### src/hw/rtl/l2hp_pkg.sv
`timescale 1ns / 1ps

package l2hp_pkg;

  // link types
  localparam logic [1:0] LINK_ETH  = 2'd0;
  localparam logic [1:0] LINK_WLAN = 2'd1;
  localparam logic [1:0] LINK_NULL = 2'd2;

  // result status
  localparam logic [1:0] ST_OK       = 2'd0;
  localparam logic [1:0] ST_SHORT    = 2'd1;
  localparam logic [1:0] ST_BAD_SNAP = 2'd2;

  // layer-3 kind
  localparam logic [1:0] KIND_NONE = 2'd0;
  localparam logic [1:0] KIND_IPV4 = 2'd1;
  localparam logic [1:0] KIND_IPV6 = 2'd2;

  localparam logic [15:0] ETYPE_IPV4 = 16'h0800;
  localparam logic [15:0] ETYPE_IPV6 = 16'h86DD;
  localparam logic [15:0] TYPE_MIN   = 16'h0600;

  localparam logic [5:0] ETH_HDR_LEN    = 6'd14;
  localparam logic [5:0] SNAP_HDR_LEN   = 6'd22;
  localparam logic [5:0] WLAN_HDR_LEN   = 6'd24;
  localparam logic [5:0] WLAN_ADDR4_LEN = 6'd6;
  localparam logic [5:0] WLAN_QOS_LEN   = 6'd2;
  localparam logic [5:0] LLC_LEN        = 6'd8;

  // byte positions inside the frame
  localparam logic [5:0] IDX_FIRST      = 6'd0;
  localparam logic [5:0] IDX_FC_HIGH    = 6'd1;
  localparam logic [5:0] IDX_ETH_TYPE   = 6'd13;
  localparam logic [5:0] IDX_SNAP_START = 6'd14;
  localparam logic [5:0] IDX_SNAP_END   = 6'd19;
  localparam logic [5:0] IDX_SNAP_TYPE  = 6'd21;

  localparam logic [1:0] FTYPE_DATA = 2'd2;

  localparam logic [7:0] LLC_SAP_SNAP = 8'hAA;
  localparam logic [7:0] SNAP_CTRL    = 8'h03;
  localparam logic [7:0] LLC_OUI_ZERO = 8'h00;

  typedef struct packed {
    logic [7:0]  data_byte;
    logic        first_byte;
    logic [15:0] base_offset;
    logic [15:0] available_length;
  } item_t;

  typedef struct packed {
    logic [1:0]  status;
    logic [5:0]  header_length;
    logic [1:0]  l3_kind;
    logic [15:0] next_offset;
    logic [15:0] remaining_length;
  } result_t;

  typedef struct packed {
    logic [5:0]  byte_index;
    logic        frame_active;
    logic [15:0] control_bits;
    logic [15:0] type_word;
    logic [5:0]  header_target;
    logic        snap_valid;
    logic [15:0] saved_offset;
    logic [15:0] saved_length;
  } state_t;

  localparam state_t STATE_RESET = '{
    byte_index:    6'd0,
    frame_active:  1'b0,
    control_bits:  16'd0,
    type_word:     16'd0,
    header_target: 6'd0,
    snap_valid:    1'b1,
    saved_offset:  16'd0,
    saved_length:  16'd0
  };

  function automatic logic [1:0] kind_of(input logic [15:0] t);
    logic [1:0] k;
    k = KIND_NONE;
    if (t == ETYPE_IPV4) k = KIND_IPV4;
    else if (t == ETYPE_IPV6) k = KIND_IPV6;
    return k;
  endfunction

  // expected LLC/SNAP bytes AA AA 03 00 00 00
  function automatic logic [7:0] snap_byte(input logic [2:0] pos);
    logic [7:0] v;
    case (pos)
      3'd0, 3'd1: v = LLC_SAP_SNAP;
      3'd2:       v = SNAP_CTRL;
      default:    v = LLC_OUI_ZERO;
    endcase
    return v;
  endfunction

endpackage

### src/hw/rtl/l2hp_if.sv
`timescale 1ns / 1ps

// frame byte requests
interface l2hp_in_if;
  logic        valid;
  logic        ready;
  logic [7:0]  data_byte;
  logic        first_byte;
  logic [15:0] base_offset;
  logic [15:0] available_length;

  modport source (output valid, data_byte, first_byte, base_offset, available_length,
                  input ready);
  modport sink (input valid, data_byte, first_byte, base_offset, available_length,
                output ready);
endinterface

// per-frame parse results
interface l2hp_out_if;
  logic        valid;
  logic        ready;
  logic [1:0]  status;
  logic [5:0]  header_length;
  logic [1:0]  l3_kind;
  logic [15:0] next_offset;
  logic [15:0] remaining_length;

  modport source (output valid, status, header_length, l3_kind, next_offset,
                  remaining_length, input ready);
  modport sink (input valid, status, header_length, l3_kind, next_offset,
                remaining_length, output ready);
endinterface

### src/hw/rtl/l2hp_step.sv
`timescale 1ns / 1ps

module l2hp_step (
  input  l2hp_pkg::state_t  st,
  input  logic [1:0]        link_type,
  input  l2hp_pkg::item_t   item,
  output l2hp_pkg::state_t  st_nxt,
  output logic              res_valid,
  output l2hp_pkg::result_t res
);
  import l2hp_pkg::*;

  logic       live;
  logic       give_ok;
  logic       give_fail;
  logic [1:0] fail_code;
  logic [5:0] ok_len;
  logic [1:0] ok_kind;
  logic [5:0] idx;
  logic [6:0] idx_inc;
  logic [15:0] fc;
  logic [5:0] wlan_len;
  logic [5:0] eff_len;

  always_comb begin
    st_nxt = st;
    live   = 1'b0;
    if (item.first_byte) begin
      st_nxt.frame_active  = 1'b1;
      st_nxt.byte_index    = IDX_FIRST;
      st_nxt.saved_offset  = item.base_offset;
      st_nxt.saved_length  = item.available_length;
      st_nxt.snap_valid    = 1'b1;
      st_nxt.type_word     = {8'd0, item.data_byte};
      st_nxt.control_bits  = {8'd0, item.data_byte};
      st_nxt.header_target = 6'd0;
      live = 1'b1;
    end else if (st.frame_active) begin
      st_nxt.byte_index = st.byte_index + 6'd1;
      st_nxt.type_word  = {st.type_word[7:0], item.data_byte};
      live = 1'b1;
    end

    idx     = st_nxt.byte_index;
    idx_inc = {1'b0, idx} + 7'd1;

    // frame control with its second byte in place
    fc = {item.data_byte, st_nxt.control_bits[7:0]};
    wlan_len = WLAN_HDR_LEN;
    if (fc[3:2] == FTYPE_DATA) begin
      if (fc[9:8] == 2'b11) wlan_len = wlan_len + WLAN_ADDR4_LEN;
      if (fc[7]) wlan_len = wlan_len + WLAN_QOS_LEN;
      wlan_len = wlan_len + LLC_LEN;
    end

    give_ok   = 1'b0;
    give_fail = 1'b0;
    fail_code = ST_SHORT;
    ok_len    = 6'd0;
    ok_kind   = KIND_NONE;

    if (live) begin
      case (link_type)
        LINK_NULL: begin
          give_ok = 1'b1;
        end
        LINK_ETH: begin
          if (idx == IDX_FIRST) begin
            if (st_nxt.saved_length < {10'd0, ETH_HDR_LEN}) give_fail = 1'b1;
            else st_nxt.header_target = ETH_HDR_LEN;
          end else if (idx == IDX_ETH_TYPE) begin
            if (st_nxt.type_word >= TYPE_MIN) begin
              give_ok = 1'b1;
              ok_len  = ETH_HDR_LEN;
              ok_kind = kind_of(st_nxt.type_word);
            end else if (st_nxt.saved_length < {10'd0, SNAP_HDR_LEN}) begin
              give_fail = 1'b1;
            end else begin
              st_nxt.header_target = SNAP_HDR_LEN;
            end
          end else if (idx >= IDX_SNAP_START && idx <= IDX_SNAP_END) begin
            if (item.data_byte != snap_byte(3'(idx - IDX_SNAP_START)))
              st_nxt.snap_valid = 1'b0;
          end else if (idx == IDX_SNAP_TYPE) begin
            if (!st_nxt.snap_valid) begin
              give_fail = 1'b1;
              fail_code = ST_BAD_SNAP;
            end else begin
              give_ok = 1'b1;
              ok_len  = SNAP_HDR_LEN;
              ok_kind = kind_of(st_nxt.type_word);
            end
          end
        end
        LINK_WLAN: begin
          if (idx == IDX_FIRST) begin
            if (st_nxt.saved_length < {10'd0, WLAN_HDR_LEN}) give_fail = 1'b1;
            else st_nxt.header_target = WLAN_HDR_LEN;
          end else if (idx == IDX_FC_HIGH) begin
            st_nxt.control_bits = fc;
            if ({10'd0, wlan_len} > st_nxt.saved_length) give_fail = 1'b1;
            else st_nxt.header_target = wlan_len;
          end else if (idx_inc == {1'b0, st_nxt.header_target}) begin
            give_ok = 1'b1;
            ok_len  = st_nxt.header_target;
            if (st_nxt.control_bits[3:2] == FTYPE_DATA)
              ok_kind = kind_of(st_nxt.type_word);
          end
        end
        default: begin
          give_fail = 1'b1;
        end
      endcase
    end

    res_valid = give_ok || give_fail;
    if (res_valid) st_nxt.frame_active = 1'b0;

    eff_len = give_fail ? 6'd0 : ok_len;
    res.status           = give_fail ? fail_code : ST_OK;
    res.header_length    = eff_len;
    res.l3_kind          = give_fail ? KIND_NONE : ok_kind;
    res.next_offset      = st_nxt.saved_offset + {10'd0, eff_len};
    res.remaining_length = st_nxt.saved_length - {10'd0, eff_len};
  end

endmodule

### src/hw/rtl/layer2_header_parser.sv
`timescale 1ns / 1ps
// layer-2 header parser: one frame byte per request, at most one result per frame
// out_valid is registered: it rises as a closing byte leaves the input register
// throughput: 1 byte per cycle, set by the single parse step between the input
//   register and the result register; a closing byte waits while the result stalls
// reset (rst_n low, synchronous): both stages empty, no frame open, link type ethernet

module layer2_header_parser (
  input  logic       clk,
  input  logic       rst_n,
  input  logic       cfg_we,
  input  logic [1:0] cfg_wdata,
  l2hp_in_if.sink    in_s,
  l2hp_out_if.source out_m
);
  import l2hp_pkg::*;

  // link type register
  logic [1:0] link_type_r;

  // input register: holds one byte request ahead of the parse step
  logic    s1_valid_r;
  item_t   s1_item_r;

  // parser state carried from byte to byte
  state_t  state_r;
  state_t  state_nxt;

  // result register
  logic    out_valid_r;
  logic    out_valid_nxt;
  result_t out_res_r;

  logic    step_res_valid;
  result_t step_res;
  logic    advance;
  item_t   in_item;

  assign in_item.data_byte        = in_s.data_byte;
  assign in_item.first_byte       = in_s.first_byte;
  assign in_item.base_offset      = in_s.base_offset;
  assign in_item.available_length = in_s.available_length;

  l2hp_step u_step (
    .st        (state_r),
    .link_type (link_type_r),
    .item      (s1_item_r),
    .st_nxt    (state_nxt),
    .res_valid (step_res_valid),
    .res       (step_res)
  );

  // the held byte moves on unless it makes a result while a full result slot stalls
  assign advance = s1_valid_r && (!step_res_valid || !out_valid_r || out_m.ready);

  // input register refills while a result waits, unless the held byte makes one too
  assign in_s.ready = !s1_valid_r || advance;

  always_comb begin
    out_valid_nxt = out_valid_r;
    if (advance && step_res_valid) out_valid_nxt = 1'b1;
    else if (out_m.ready) out_valid_nxt = 1'b0;
  end

  always_ff @(posedge clk) begin
    if (!rst_n) begin
      link_type_r <= LINK_ETH;
      s1_valid_r  <= 1'b0;
      state_r     <= STATE_RESET;
      out_valid_r <= 1'b0;
    end else begin
      if (cfg_we) link_type_r <= cfg_wdata;
      if (in_s.valid && in_s.ready) s1_valid_r <= 1'b1;
      else if (advance) s1_valid_r <= 1'b0;
      // state only moves when the held byte is consumed
      if (advance) state_r <= state_nxt;
      out_valid_r <= out_valid_nxt;
    end
  end

  // payload registers, no reset needed
  always_ff @(posedge clk) begin
    if (in_s.valid && in_s.ready) s1_item_r <= in_item;
    if (advance && step_res_valid) out_res_r <= step_res;
  end

  assign out_m.valid            = out_valid_r;
  assign out_m.status           = out_res_r.status;
  assign out_m.header_length    = out_res_r.header_length;
  assign out_m.l3_kind          = out_res_r.l3_kind;
  assign out_m.next_offset      = out_res_r.next_offset;
  assign out_m.remaining_length = out_res_r.remaining_length;

endmodule

### src/flat_wrapper.sv
// flat-port wrapper written by rule: the top's interface ports become plain ports
module layer2_header_parser_flat import l2hp_pkg::*;
  (clk, rst_n, cfg_we, cfg_wdata, in_s_valid, in_s_data_byte, in_s_first_byte, in_s_base_offset, in_s_available_length, in_s_ready, out_m_valid, out_m_status, out_m_header_length, out_m_l3_kind, out_m_next_offset, out_m_remaining_length, out_m_ready);
  l2hp_in_if in_s_i ();
  l2hp_out_if out_m_i ();
  input  logic clk;
  input  logic rst_n;
  input  logic cfg_we;
  input  logic [1:0] cfg_wdata;
  input wire logic [$bits(in_s_i.valid)-1:0] in_s_valid;
  input wire logic [$bits(in_s_i.data_byte)-1:0] in_s_data_byte;
  input wire logic [$bits(in_s_i.first_byte)-1:0] in_s_first_byte;
  input wire logic [$bits(in_s_i.base_offset)-1:0] in_s_base_offset;
  input wire logic [$bits(in_s_i.available_length)-1:0] in_s_available_length;
  output wire logic [$bits(in_s_i.ready)-1:0] in_s_ready;
  output wire logic [$bits(out_m_i.valid)-1:0] out_m_valid;
  output wire logic [$bits(out_m_i.status)-1:0] out_m_status;
  output wire logic [$bits(out_m_i.header_length)-1:0] out_m_header_length;
  output wire logic [$bits(out_m_i.l3_kind)-1:0] out_m_l3_kind;
  output wire logic [$bits(out_m_i.next_offset)-1:0] out_m_next_offset;
  output wire logic [$bits(out_m_i.remaining_length)-1:0] out_m_remaining_length;
  input wire logic [$bits(out_m_i.ready)-1:0] out_m_ready;
  assign in_s_i.valid = in_s_valid;
  assign in_s_i.data_byte = in_s_data_byte;
  assign in_s_i.first_byte = in_s_first_byte;
  assign in_s_i.base_offset = in_s_base_offset;
  assign in_s_i.available_length = in_s_available_length;
  assign in_s_ready = in_s_i.ready;
  assign out_m_valid = out_m_i.valid;
  assign out_m_status = out_m_i.status;
  assign out_m_header_length = out_m_i.header_length;
  assign out_m_l3_kind = out_m_i.l3_kind;
  assign out_m_next_offset = out_m_i.next_offset;
  assign out_m_remaining_length = out_m_i.remaining_length;
  assign out_m_i.ready = out_m_ready;
  layer2_header_parser u_core (.clk(clk), .rst_n(rst_n), .cfg_we(cfg_we), .cfg_wdata(cfg_wdata), .in_s(in_s_i), .out_m(out_m_i));
endmodule
### config.mk
export PLATFORM = sky130hd
export DESIGN_NAME = layer2_header_parser_flat
export DESIGN_NICKNAME = d
export VERILOG_FILES = /design/src/hw/rtl/l2hp_pkg.sv /design/src/hw/rtl/l2hp_if.sv /design/src/hw/rtl/l2hp_step.sv /design/src/hw/rtl/layer2_header_parser.sv /design/src/flat_wrapper.sv
export SDC_FILE = /design/constraint.sdc
export NUM_CORES = 1
export LEC_CHECK = 0
export BUFFER_PORTS_ARGS = -buffer_cell sky130_fd_sc_hd__buf_2
export CAP_MARGIN = 5
export CELL_PAD_IN_SITES_DETAIL_PLACEMENT = 0
export CELL_PAD_IN_SITES_GLOBAL_PLACEMENT = 1
export CORE_ASPECT_RATIO = 1.75
export CORE_UTILIZATION = 40
export CTS_BUF_LIST = sky130_fd_sc_hd__clkbuf_8
export DETAILED_ROUTE_END_ITERATION = 10
export PLACE_DENSITY = 0.71
export SLEW_MARGIN = 40
export SYNTH_ARGS = -nofsm -noshare
export SYNTH_HDL_FRONTEND = slang
export SYNTH_SLANG_ARGS = --single-unit
### constraint.sdc
create_clock -name clk -period 6.9 [get_ports clk]
set_input_delay 1.38 -clock clk [delete_from_list [all_inputs] [get_ports clk]]
set_output_delay 1.38 -clock clk [all_outputs]
set_load 0.01 [all_outputs]
==> flow_summary.ini, run 1 <==
[outcome]
run_status = complete, no violations

[yosys]
synthesis.nets = 870
synth_seq_cells = 152
synth-edff-count = 83
syn_area_sq_um = 8250
synth_cell_types = 77
netlist_instances = 795
syn_area_per_cell_sq_um = 10.4
yosysWarnings = 0
async_flop_share = 0
synth_flop_cell = edfxtp_1
ys_seq_area_frac = 0.470

[pwr]
comb_power_share = 0.123
cellPowerDensity_nw_per_um2 = 212
peakVddDrop_mv = 0.154
clockPowerShare = 0.361
seqPwrFrac = 0.517
power.switching_mw = 0.532
p_int_mw = 1.45
power_leakage_nw = 3.71
total_power_mw = 1.98
sw_frac_of_total = 0.268

[hold_path]
holdPathStages = 2
hold_class = flip-flop to flip-flop

[layout]
instances_no_fill = 1142
nNetsFinal = 956
diodes = 0
final_layout_size_suffix_gt1_frac = 0.201
area_growth_pct = 13.1
utilization = 0.460
final_common_cell = buf_2
n_fill_cell = 1916
final_area_sq_um = 9330
final_cell_mix = buf_2 (91), nor2_1 (85), edfxtp_1 (83), mux2i_1 (79), nand2_1 (76)

[drt]
antenna_left = 0
drt_iter0_markers = 267
drc = 0
routed-via-count = 6197
via_per_inst = 5.43
first_pass_iters = 5
drt_wl_total_mm = 21.4
wl_per_cell_um = 18.8

[place]
dpl_cell_area_sq_um = 8910
place_inst = 1110
gp_congestion = 0.880
io_buffers = 91
dp_hpwl_mm = 15.9

[timing]
relSlewSlack = 0.461
rsz0062_at_grt = false
skew_ns = 0.00943
period_needed_ns = 5.71
tns_ns = 0
hold_viol = 0
max_freq_ghz = 0.175
fin_crit_sh = 0.828
slew_violations = 0
worstMarginPinSlew_ns = 0.800
finalSetupViolations = 0

[critical_path]
cp.arrival_ns = 5.94
reg2reg_slack_ns = 1.19
path_delay_family = simple AND/OR/NAND/NOR gates
path_class = flip-flop to flip-flop
worst_r2r_path_depth = 21
path_buf_inv = 2
critPathSlowestCell = dfxtp_1
slowest_delay_ns = 0.49
setup.worst_path.start_class = flip-flop
cp_max_fo = 8
cp.depth = 21
crit_path_end_kind = flip-flop
cp_cell_sequence = xor2_1, and2_1, inv_1, ha_1, xor2_1, or4_1, nor4b_1, o211a_1, o211ai_1, nor2_1, and2_1, ha_1, inv_1, fa_1, a21o_1, a21oi_1, nor2b_1, o21a_1, nand3b_1, nor4_1, xnor2_1
cp_data_required_time_ns = 7.12

[clock_tree]
cts_root_buf = clkbuf_8
htree_levels = 4
cts_tree = yes
hold_buffers = 0
clockBufferDepth = 2
post_cts_buffers = 0
clkSinkCount = 152
clock_latency_ns = 0.48
cts.repair.resized = 0
clk_pin_slew_worst_paths_ns = 0.09
cts_buffers = 17

[floorplan]
rows = 69
ios = 92
die_area_sq_um = 21200
die_y_um = 192
initial_core_util = 0.406
die_w_um = 111
core_sq_um = 20300

[global_route]
grt_overflow_total = 0
grt_pass1_vias = 6189
grt_max_degree = 48
antenna_found_initial = 0
grt_pass1_wl_mm = 33.4
grt_use_total = 0.208

[job]
cap_violations = 0
[cells by family (layout without fill, tap and decap cells)]
| kind of cell | count (synthesis) | count (layout) | synth area share |
|---|---|---|---|
| buffers and inverters | 70 | 169 | 0.0425 |
| AO/OA/AOI/OAI | 136 | 136 | 0.121 |
| adder cells (fa/ha/maj) | 27 | 27 | 0.0428 |
| XOR/XNOR | 36 | 36 | 0.0399 |
| flip-flops | 152 | 152 | 0.470 |
| AND/OR/NAND/NOR | 282 | 282 | 0.170 |
| multiplexers | 92 | 92 | 0.114 |
[power by group through the flow]
stage,logic [mW],clock network (mW),registers [mW]
floorplan,0.180,0,1.03
global placement,0.241,0,1.04
detailed placement,0.244,0,1.04
CTS,0.245,0.736,1.02
global route,0.267,0.765,1.03
finish,0.243,0.715,1.02
[state kept, by name (all words and copies together), names as in the netlist]
signal and cells:
u_core.s1_valid_r 1, u_core.out_m.header_length 6, u_core.s1_item_r 41, u_core.out_m.status 2, u_core.out_m.remaining_length 16, u_core.out_m.next_offset 16
u_core.out_m.valid 1, u_core.out_m.l3_kind 2, u_core.state_r 65, u_core.link_type_r 2
[per-stage QoR]
stage	hold slack, ns	worst slack (ns)
after floorplan	0.430	0.692
after detailed placement	0.449	1.18
after global routing	0.486	0.712
after global placement	0.443	1.35
after CTS	0.462	1.17
final	0.463	1.19
[cell type report]
type	instances	area, sq um	area share
timing repair buffer	106	576	0.0617
clock inverter	15	179	0.0192
inverter	31	116	0.0125
multi-input combinational	573	4040	0.433
tap	248	310	0.0333
sequential	152	3870	0.415
clock buffer	17	234	0.0251
[worst paths after layout]
path                                                      start                                          end
worst min-delay path            u_core.state_r[31]$_SDFFE_PN0P_              u_core.state_r[31]$_SDFFE_PN0P_
worst max register to register  u_core.state_r[71]$_SDFFE_PN0P_  u_core.out_m.remaining_length[14]$_DFFE_PP_
worst min register to register  u_core.state_r[31]$_SDFFE_PN0P_              u_core.state_r[31]$_SDFFE_PN0P_
worst max-delay path            u_core.state_r[71]$_SDFFE_PN0P_  u_core.out_m.remaining_length[14]$_DFFE_PP_
[layer usage]
metal,GRT usage,vias to the layer above,share of wire
met5,0,-,0
met4,0.0933,0,0.027
met3,0.0322,34,0.028
met2,0.409,130,0.57
met1,0.213,2977,0.38
li1,-,3056,-
[tightest hold or removal path, stage by stage, from the launching register on]
cell	delay, ns
dfxtp_1	0.32
nand2_1	0.05
mux2i_1	0.05
[cells in the mapped netlist, drive strengths merged, types with 4 or more instances]
library cell  number  area share
o21bai             4      0.0036
dfxtp             69        0.17
o21ai             23       0.014
o211ai             8      0.0073
a211oi             4      0.0052
nand4             12      0.0099
inv               30       0.014
nand2             76       0.035
a2bb2oi            6      0.0064
a21o              10      0.0091
nand2b             4      0.0030
o22ai              5      0.0038
a21oi             34       0.022
nor2              87       0.041
o21a               6      0.0055
a31oi              6      0.0046
mux2              12       0.016
nor2b              9      0.0068
and2               8      0.0061
and3               7      0.0053
ha                25       0.038
buf               19       0.019
mux2i             80       0.098
nor4              12      0.0091
nor3b              8      0.0073
edfxtp            83        0.30
nand3             16       0.010
nor3              19       0.012
xnor2             20       0.021
clkbuf            20      0.0091
xor2              15       0.016
or2                5      0.0038
or4                5      0.0055
No activity file was read; power rests on OpenSTA's default activity.
==> run 2: changes to the inputs <==
Settings changed: PLACE_DENSITY 0.71 to 0.73.
Clock period 6.9 ns to 4.69 ns, I/O delays scaled along.
==> run 2 against run 1 <==
Effect of this change:
- the run now ends with setup timing left
- clock skew up 0.012 ns
- non-clock buffer count grew 124
- flip-flop and latch count is the same
- wire length grew 11%
- register-to-register slack worse by 1.2 ns
- critical path type unchanged
- critical endpoint is now u_core.out_m.remaining_length[8]$_DFFE_PP_
- largest cell class unchanged
==> flow_summary.ini, run 2 (same netlist as run 1, synthesis figures left out) <==
[layout]
diodes = 0
top_regs = u_core.state_r (65), u_core.s1_item_r (41)
final_common_cell = buf_4
final_layout_size_suffix_gt1_frac = 0.380
nNetsFinal = 1080
final_cell_mix = buf_4 (124), buf_2 (91), edfxtp_1 (83), mux2i_1 (78), nor2_1 (77)
utilization = 0.535
largest_reg_flops = 65
top_register = u_core.state_r
area_growth_pct = 31.7

[critical_path]
cp.depth = 23
slowest_delay_ns = 0.48
crit_path_end_kind = flip-flop
path_delay_family = simple AND/OR/NAND/NOR gates
r2r-end = u_core.out_m.remaining_length[8]$_DFFE_PP_
worst_r2r_path_depth = 23
cp.arrival_ns = 4.98
critPathSlowestCell = edfxtp_1
cp_data_required_time_ns = 4.92
cp_cell_sequence = buf_12, buf_12, nor3b_2, a31oi_1, buf_4, or2_4, ha_4, and3_4, a221o_1, nand4_1, o32ai_4, nor4_4, buf_4, o21ai_4, ha_1, a21o_1, a21oi_2, nor2b_1, o21a_1, nand3b_1, buf_6, buf_6, xnor2_1
path_buf_inv = 6
cp-startpoint = u_core.s1_item_r[32]$_DFFE_PP_
r2r_start = u_core.s1_item_r[32]$_DFFE_PP_
path_class = flip-flop to flip-flop
endpoint = u_core.out_m.remaining_length[8]$_DFFE_PP_
setup.worst_path.start_class = flip-flop
reg2reg_slack_ns = -0.05
cp_max_fo = 8

[place]
io_buffers = 91
place_ws_ns = -0.145
gp_congestion = 0.877
dp_hpwl_mm = 16.9

[floorplan]
rows = 69
die_area_sq_um = 21200
ios = 92
die_w_um = 111
die_y_um = 192
initial_core_util = 0.406
core_sq_um = 20300

[hold_path]
hold_class = flip-flop to flip-flop

[pwr]
power_leakage_nw = 4.40
clockPowerShare = 0.343
cellPowerDensity_nw_per_um2 = 278
seqPwrFrac = 0.497
sw_frac_of_total = 0.281
p_int_mw = 2.17
peakVddDrop_mv = 0.337
total_power_mw = 3.02
comb_power_share = 0.160
power.switching_mw = 0.848

[drt]
drt_iter0_markers = 386
drc = 0
via_per_inst = 5.42
antenna_left = 0
routed-via-count = 6866
drt_wl_total_mm = 23.7
wl_per_cell_um = 18.7
first_pass_iters = 4

[clock_tree]
htree_levels = 4
cts_tree = yes
clk_pin_slew_worst_paths_ns = 0.09
cts_root_buf = clkbuf_8
clockBufferDepth = 2
hold_buffers = 0
clock_latency_ns = 0.48
clkSinkCount = 152
cts_buffers = 17

[global_route]
antenna_found_initial = 0
grt_pass1_wl_mm = 36.9
grtUsageMet1 = 0.226
grt_overflow_total = 0
grt_max_degree = 47
grt_pass1_vias = 7051
grt_most_used_layer = met2
grt_use_total = 0.227
grt_use_met2 = 0.442
met3_usage = 0.0391

[timing]
period_needed_ns = 4.74
max_freq_ghz = 0.211
relSlewSlack = 0.535
finalSetupViolations = 3
final.setup.worst_slack_ns = -0.0546
slew_violations = 0
rsz0062_at_grt = true
worstMarginPinSlew_ns = 0.691
hold_viol = 0
hold_ws_ns = 0.458
skew_ns = 0.0211
fin_crit_sh = 1.01
tns_ns = -0.0912

[outcome]
violations = setup timing
run_status = finished with violations

[job]
cap_violations = 0
==> run 2: changes by cell type in the layout (fill, tap and decap cells not counted), moves of 6 or more <==
cell,before,now
a21oi_1,30,24
nor3b_2,0,6
inv_1,29,22
nand2_1,76,70
buf_4,14,124
ha_4,0,12
nor2_2,0,6
nor2_1,85,77
nor3b_1,8,1
ha_1,25,12
o21ai_0,22,16
buf_6,0,9
==> run 2: power groups by stage <==
stage | clock network [mW] | registers (mW) | logic [mW]
global placement | 0 | 1.53 | 0.405
detailed placement | 0 | 1.53 | 0.409
CTS | 1.06 | 1.50 | 0.446
global route | 1.11 | 1.51 | 0.525
finish | 1.04 | 1.50 | 0.483
floorplan | 0 | 1.52 | 0.280
==> run 2: cell type report <==
| cell class | instances | area [sq um] |
|---|---|---|
| Inverter | 31 | 124 |
| Tap cell | 248 | 310 |
| Multi-Input combinational cell | 573 | 4550 |
| Clock buffer | 17 | 234 |
| Timing Repair Buffer | 230 | 1600 |
| Fill cell | 1772 | 9430 |
| Sequential cell | 152 | 3880 |
| Clock inverter | 15 | 166 |
==> run 2: layer usage <==
layer,up-vias,part of all wire
met5,-,0
met4,0,0.046
met3,61,0.032
met2,174,0.56
met1,3322,0.37
li1,3309,-
==> run 2: how the worst min path moves through the flow <==
| stage | start | to | slack (ns) | cells past startpoint |
|---|---|---|---|---|
| 3_5_place_dp | u_core.state_r[31]$_SDFFE_PN0P_ | u_core.state_r[31]$_SDFFE_PN0P_ | 0.45 | 2 |
| 4_1_cts | u_core.state_r[31]$_SDFFE_PN0P_ | u_core.state_r[31]$_SDFFE_PN0P_ | 0.46 | 2 |
| 2_1_floorplan | u_core.state_r[58]$_SDFFE_PN0P_ | u_core.state_r[58]$_SDFFE_PN0P_ | 0.43 | 2 |
| 5_1_grt | u_core.state_r[31]$_SDFFE_PN0P_ | u_core.state_r[31]$_SDFFE_PN0P_ | 0.49 | 2 |
| 3_3_place_gp | u_core.state_r[0]$_SDFFE_PN0P_ | u_core.state_r[0]$_SDFFE_PN0P_ | 0.44 | 2 |
| 6_report | u_core.state_r[58]$_SDFFE_PN0P_ | u_core.state_r[58]$_SDFFE_PN0P_ | 0.46 | 2 |
==> run 2: stage by stage <==
step                      cell area (sq um)  cells
final                                 10900   1266
after CTS                             10400   1248
after global routing                  10900   1266
after detailed placement               9540   1173
after global placement                 9540   1173
after floorplan                        8430    795
==> run 2: timing repair <==
item                                    4_1_cts  5_1_grt
setup buffers                                45       21
endpoints found under the setup margin       17       23
resized for setup                            34       65
pin swaps                                    33       33
==> run 2: worst reg2reg max path: stages, from the launching register on <==
cell and delay [ns]:
edfxtp_1 0.48, buf_12 0.18, buf_12 0.12, nor3b_2 0.14, a31oi_1 0.06, buf_4 0.18, or2_4 0.27, ha_4 0.21
and3_4 0.14, a221o_1 0.31, nand4_1 0.16, o32ai_4 0.15, nor4_4 0.31, buf_4 0.18, o21ai_4 0.05, ha_1 0.32
a21o_1 0.19, a21oi_2 0.19, nor2b_1 0.07, o21a_1 0.20, nand3b_1 0.20, buf_6 0.17, buf_6 0.11, xnor2_1 0.10
==> run 3: changes to the inputs <==
--- a/config.mk
+++ b/config.mk
@@ -10,5 +10,5 @@
 export CELL_PAD_IN_SITES_DETAIL_PLACEMENT = 0
 export CELL_PAD_IN_SITES_GLOBAL_PLACEMENT = 1
-export CORE_ASPECT_RATIO = 1.75
+export CORE_ASPECT_RATIO = 1.5
 export CORE_UTILIZATION = 40
 export CTS_BUF_LIST = sky130_fd_sc_hd__clkbuf_8
==> constraint.sdc (replaced) <==
create_clock -name clk -period 4.69 [get_ports clk]
set_input_delay 0.7035 -clock clk [delete_from_list [all_inputs] [get_ports clk]]
set_output_delay 0.7035 -clock clk [all_outputs]
set_load 0.01 [all_outputs]
==> run 3 against run 2 <==
Effect of this change:
- largest cell class unchanged
- wire length decreased by 7.7%
- the run still ends with setup timing left
- sequential share of layout area increased by 2.2 points
- die area hardly changed
==> flow_summary.ini, run 3 (same netlist as run 1, synthesis figures left out) <==
[job]
cap_violations = 0

[floorplan]
ios = 92
rows = 64
initial_core_util = 0.405
die_y_um = 178
die_w_um = 119
core_sq_um = 20300
die_area_sq_um = 21200

[clock_tree]
htree_levels = 4
cts_root_buf = clkbuf_8
cts_buffers = 17
clkSinkCount = 152
hold_buffers = 0
cts_tree = yes
clockBufferDepth = 2
clock_latency_ns = 0.48
clk_pin_slew_worst_paths_ns = 0.08

[pwr]
cellPowerDensity_nw_per_um2 = 292
power_leakage_nw = 4.09
peakVddDrop_mv = 0.269

[layout]
largest_reg_flops = 65
top_regs = u_core.state_r (65), u_core.s1_item_r (41)
top_register = u_core.state_r
final_common_cell = buf_2
instances_no_fill = 1230
nNetsFinal = 1028
final_layout_size_suffix_gt1_frac = 0.313
final_cell_mix = buf_2 (91), edfxtp_1 (83), nor2_1 (79), buf_4 (79), mux2i_1 (78)
diodes = 0
area_growth_pct = 24.2

[global_route]
antenna_found_initial = 0
grt_max_degree = 47
grt_pass1_vias = 6261
grt_pass1_wl_mm = 33.1
grt_overflow_total = 0
grt_use_total = 0.209

[hold_path]
hold_class = primary input to flip-flop
holdCritStartpoint = in_s_data_byte[5]

[timing]
relSlewSlack = 0.569
fin_crit_sh = 1.02
worstMarginPinSlew_ns = 0.645
hold_ws_ns = 0.400
hold_viol = 0
tns_ns = -0.0780
max_freq_ghz = 0.210
slew_violations = 0
skew_ns = 0.0202
rsz0062_at_grt = true
finalSetupViolations = 1
period_needed_ns = 4.77
final.setup.worst_slack_ns = -0.0780

[drt]
routed-via-count = 6469
wl_per_cell_um = 17.8
drt_iter0_markers = 283
via_per_inst = 5.26
antenna_left = 0
first_pass_iters = 4
drc = 0
drt_wl_total_mm = 21.9

[place]
dp_hpwl_mm = 16.2
place_inst = 1178
place_ws_ns = -0.0994
gp_congestion = 0.930
io_buffers = 91

[outcome]
run_status = finished with violations
violations = setup timing

[critical_path]
cp_max_fo = 6
setup.worst_path.start_class = flip-flop
r2r_start = u_core.s1_item_r[32]$_DFFE_PP_
path_class = flip-flop to flip-flop
cp_data_required_time_ns = 4.92
cp-startpoint = u_core.s1_item_r[32]$_DFFE_PP_
cp.arrival_ns = 5.00
reg2reg_slack_ns = -0.08
crit_path_end_kind = flip-flop
## run 3: per-stage QoR
stage	utilization	cell area, sq um	total power, mW
after floorplan	-	8430	1.80
after global placement	0.466	9480	1.93
after detailed placement	0.466	9480	1.93
after CTS	0.489	9940	2.99
after global routing	0.504	10200	3.10
final	0.504	10200	2.99
## run 3: worst paths after layout
check                                                end  cells past startpoint
max reg2reg  u_core.out_m.remaining_length[14]$_DFFE_PP_                     21
max          u_core.out_m.remaining_length[14]$_DFFE_PP_                     21
min                       u_core.s1_item_r[38]$_DFFE_PP_                      1
min reg2reg               u_core.state_r[0]$_SDFFE_PN0P_                      2
## run 3: power by group
group | leakage [nW] | total [mW] | switching [mW] | internal, mW
registers | 1.35 | 1.50 | 0.0414 | 1.46
clock network | 0.197 | 1.06 | 0.510 | 0.548
logic | 2.54 | 0.427 | 0.233 | 0.194
total | 4.09 | 2.99 | 0.784 | 2.20
## run 3: area by class of cell
cell class / count / area (sq um)
multi-input combinational: 573 / 4350
inverter: 31 / 119
fill: 1885 / 10100
timing repair buffer: 178 / 1150
clock buffer: 19 / 262
tap: 264 / 330
clock inverter: 13 / 153
sequential: 152 / 3880
## run 3: per-layer routing
metal | global-route usage | part of all wire | vias up
met5 | 0 | 0 | -
met2 | 0.393 | 0.55 | 130
met1 | 0.219 | 0.39 | 3088
met3 | 0.0366 | 0.027 | 37
met4 | 0.107 | 0.031 | 0
li1 | - | - | 3214
## run 3: repair_timing
| item | CTS | global route |
|---|---|---|
| endpoints found under the setup margin | 9 | 21 |
| gates cloned | 0 | 0 |
| buffers inserted | 4 | 16 |
| resized for setup | 5 | 43 |
| pin swaps | 3 | 31 |
## run 3: worst max-delay path: stages (launching register included)
cell      delay, ns
edfxtp_1       0.51
buf_6          0.18
buf_6          0.11
nor3b_2        0.16
a31oi_1        0.06
buf_4          0.17
or2_4          0.27
ha_4           0.20
and3_4         0.14
a221o_1        0.33
nand4_1        0.16
o32ai_4        0.13
nor4_4         0.28
o21ai_2        0.14
fa_2           0.36
a21o_1         0.18
a21oi_2        0.19
nor2b_1        0.07
o21a_1         0.19
nand3b_1       0.25
nor4_2         0.34
xnor2_1        0.09
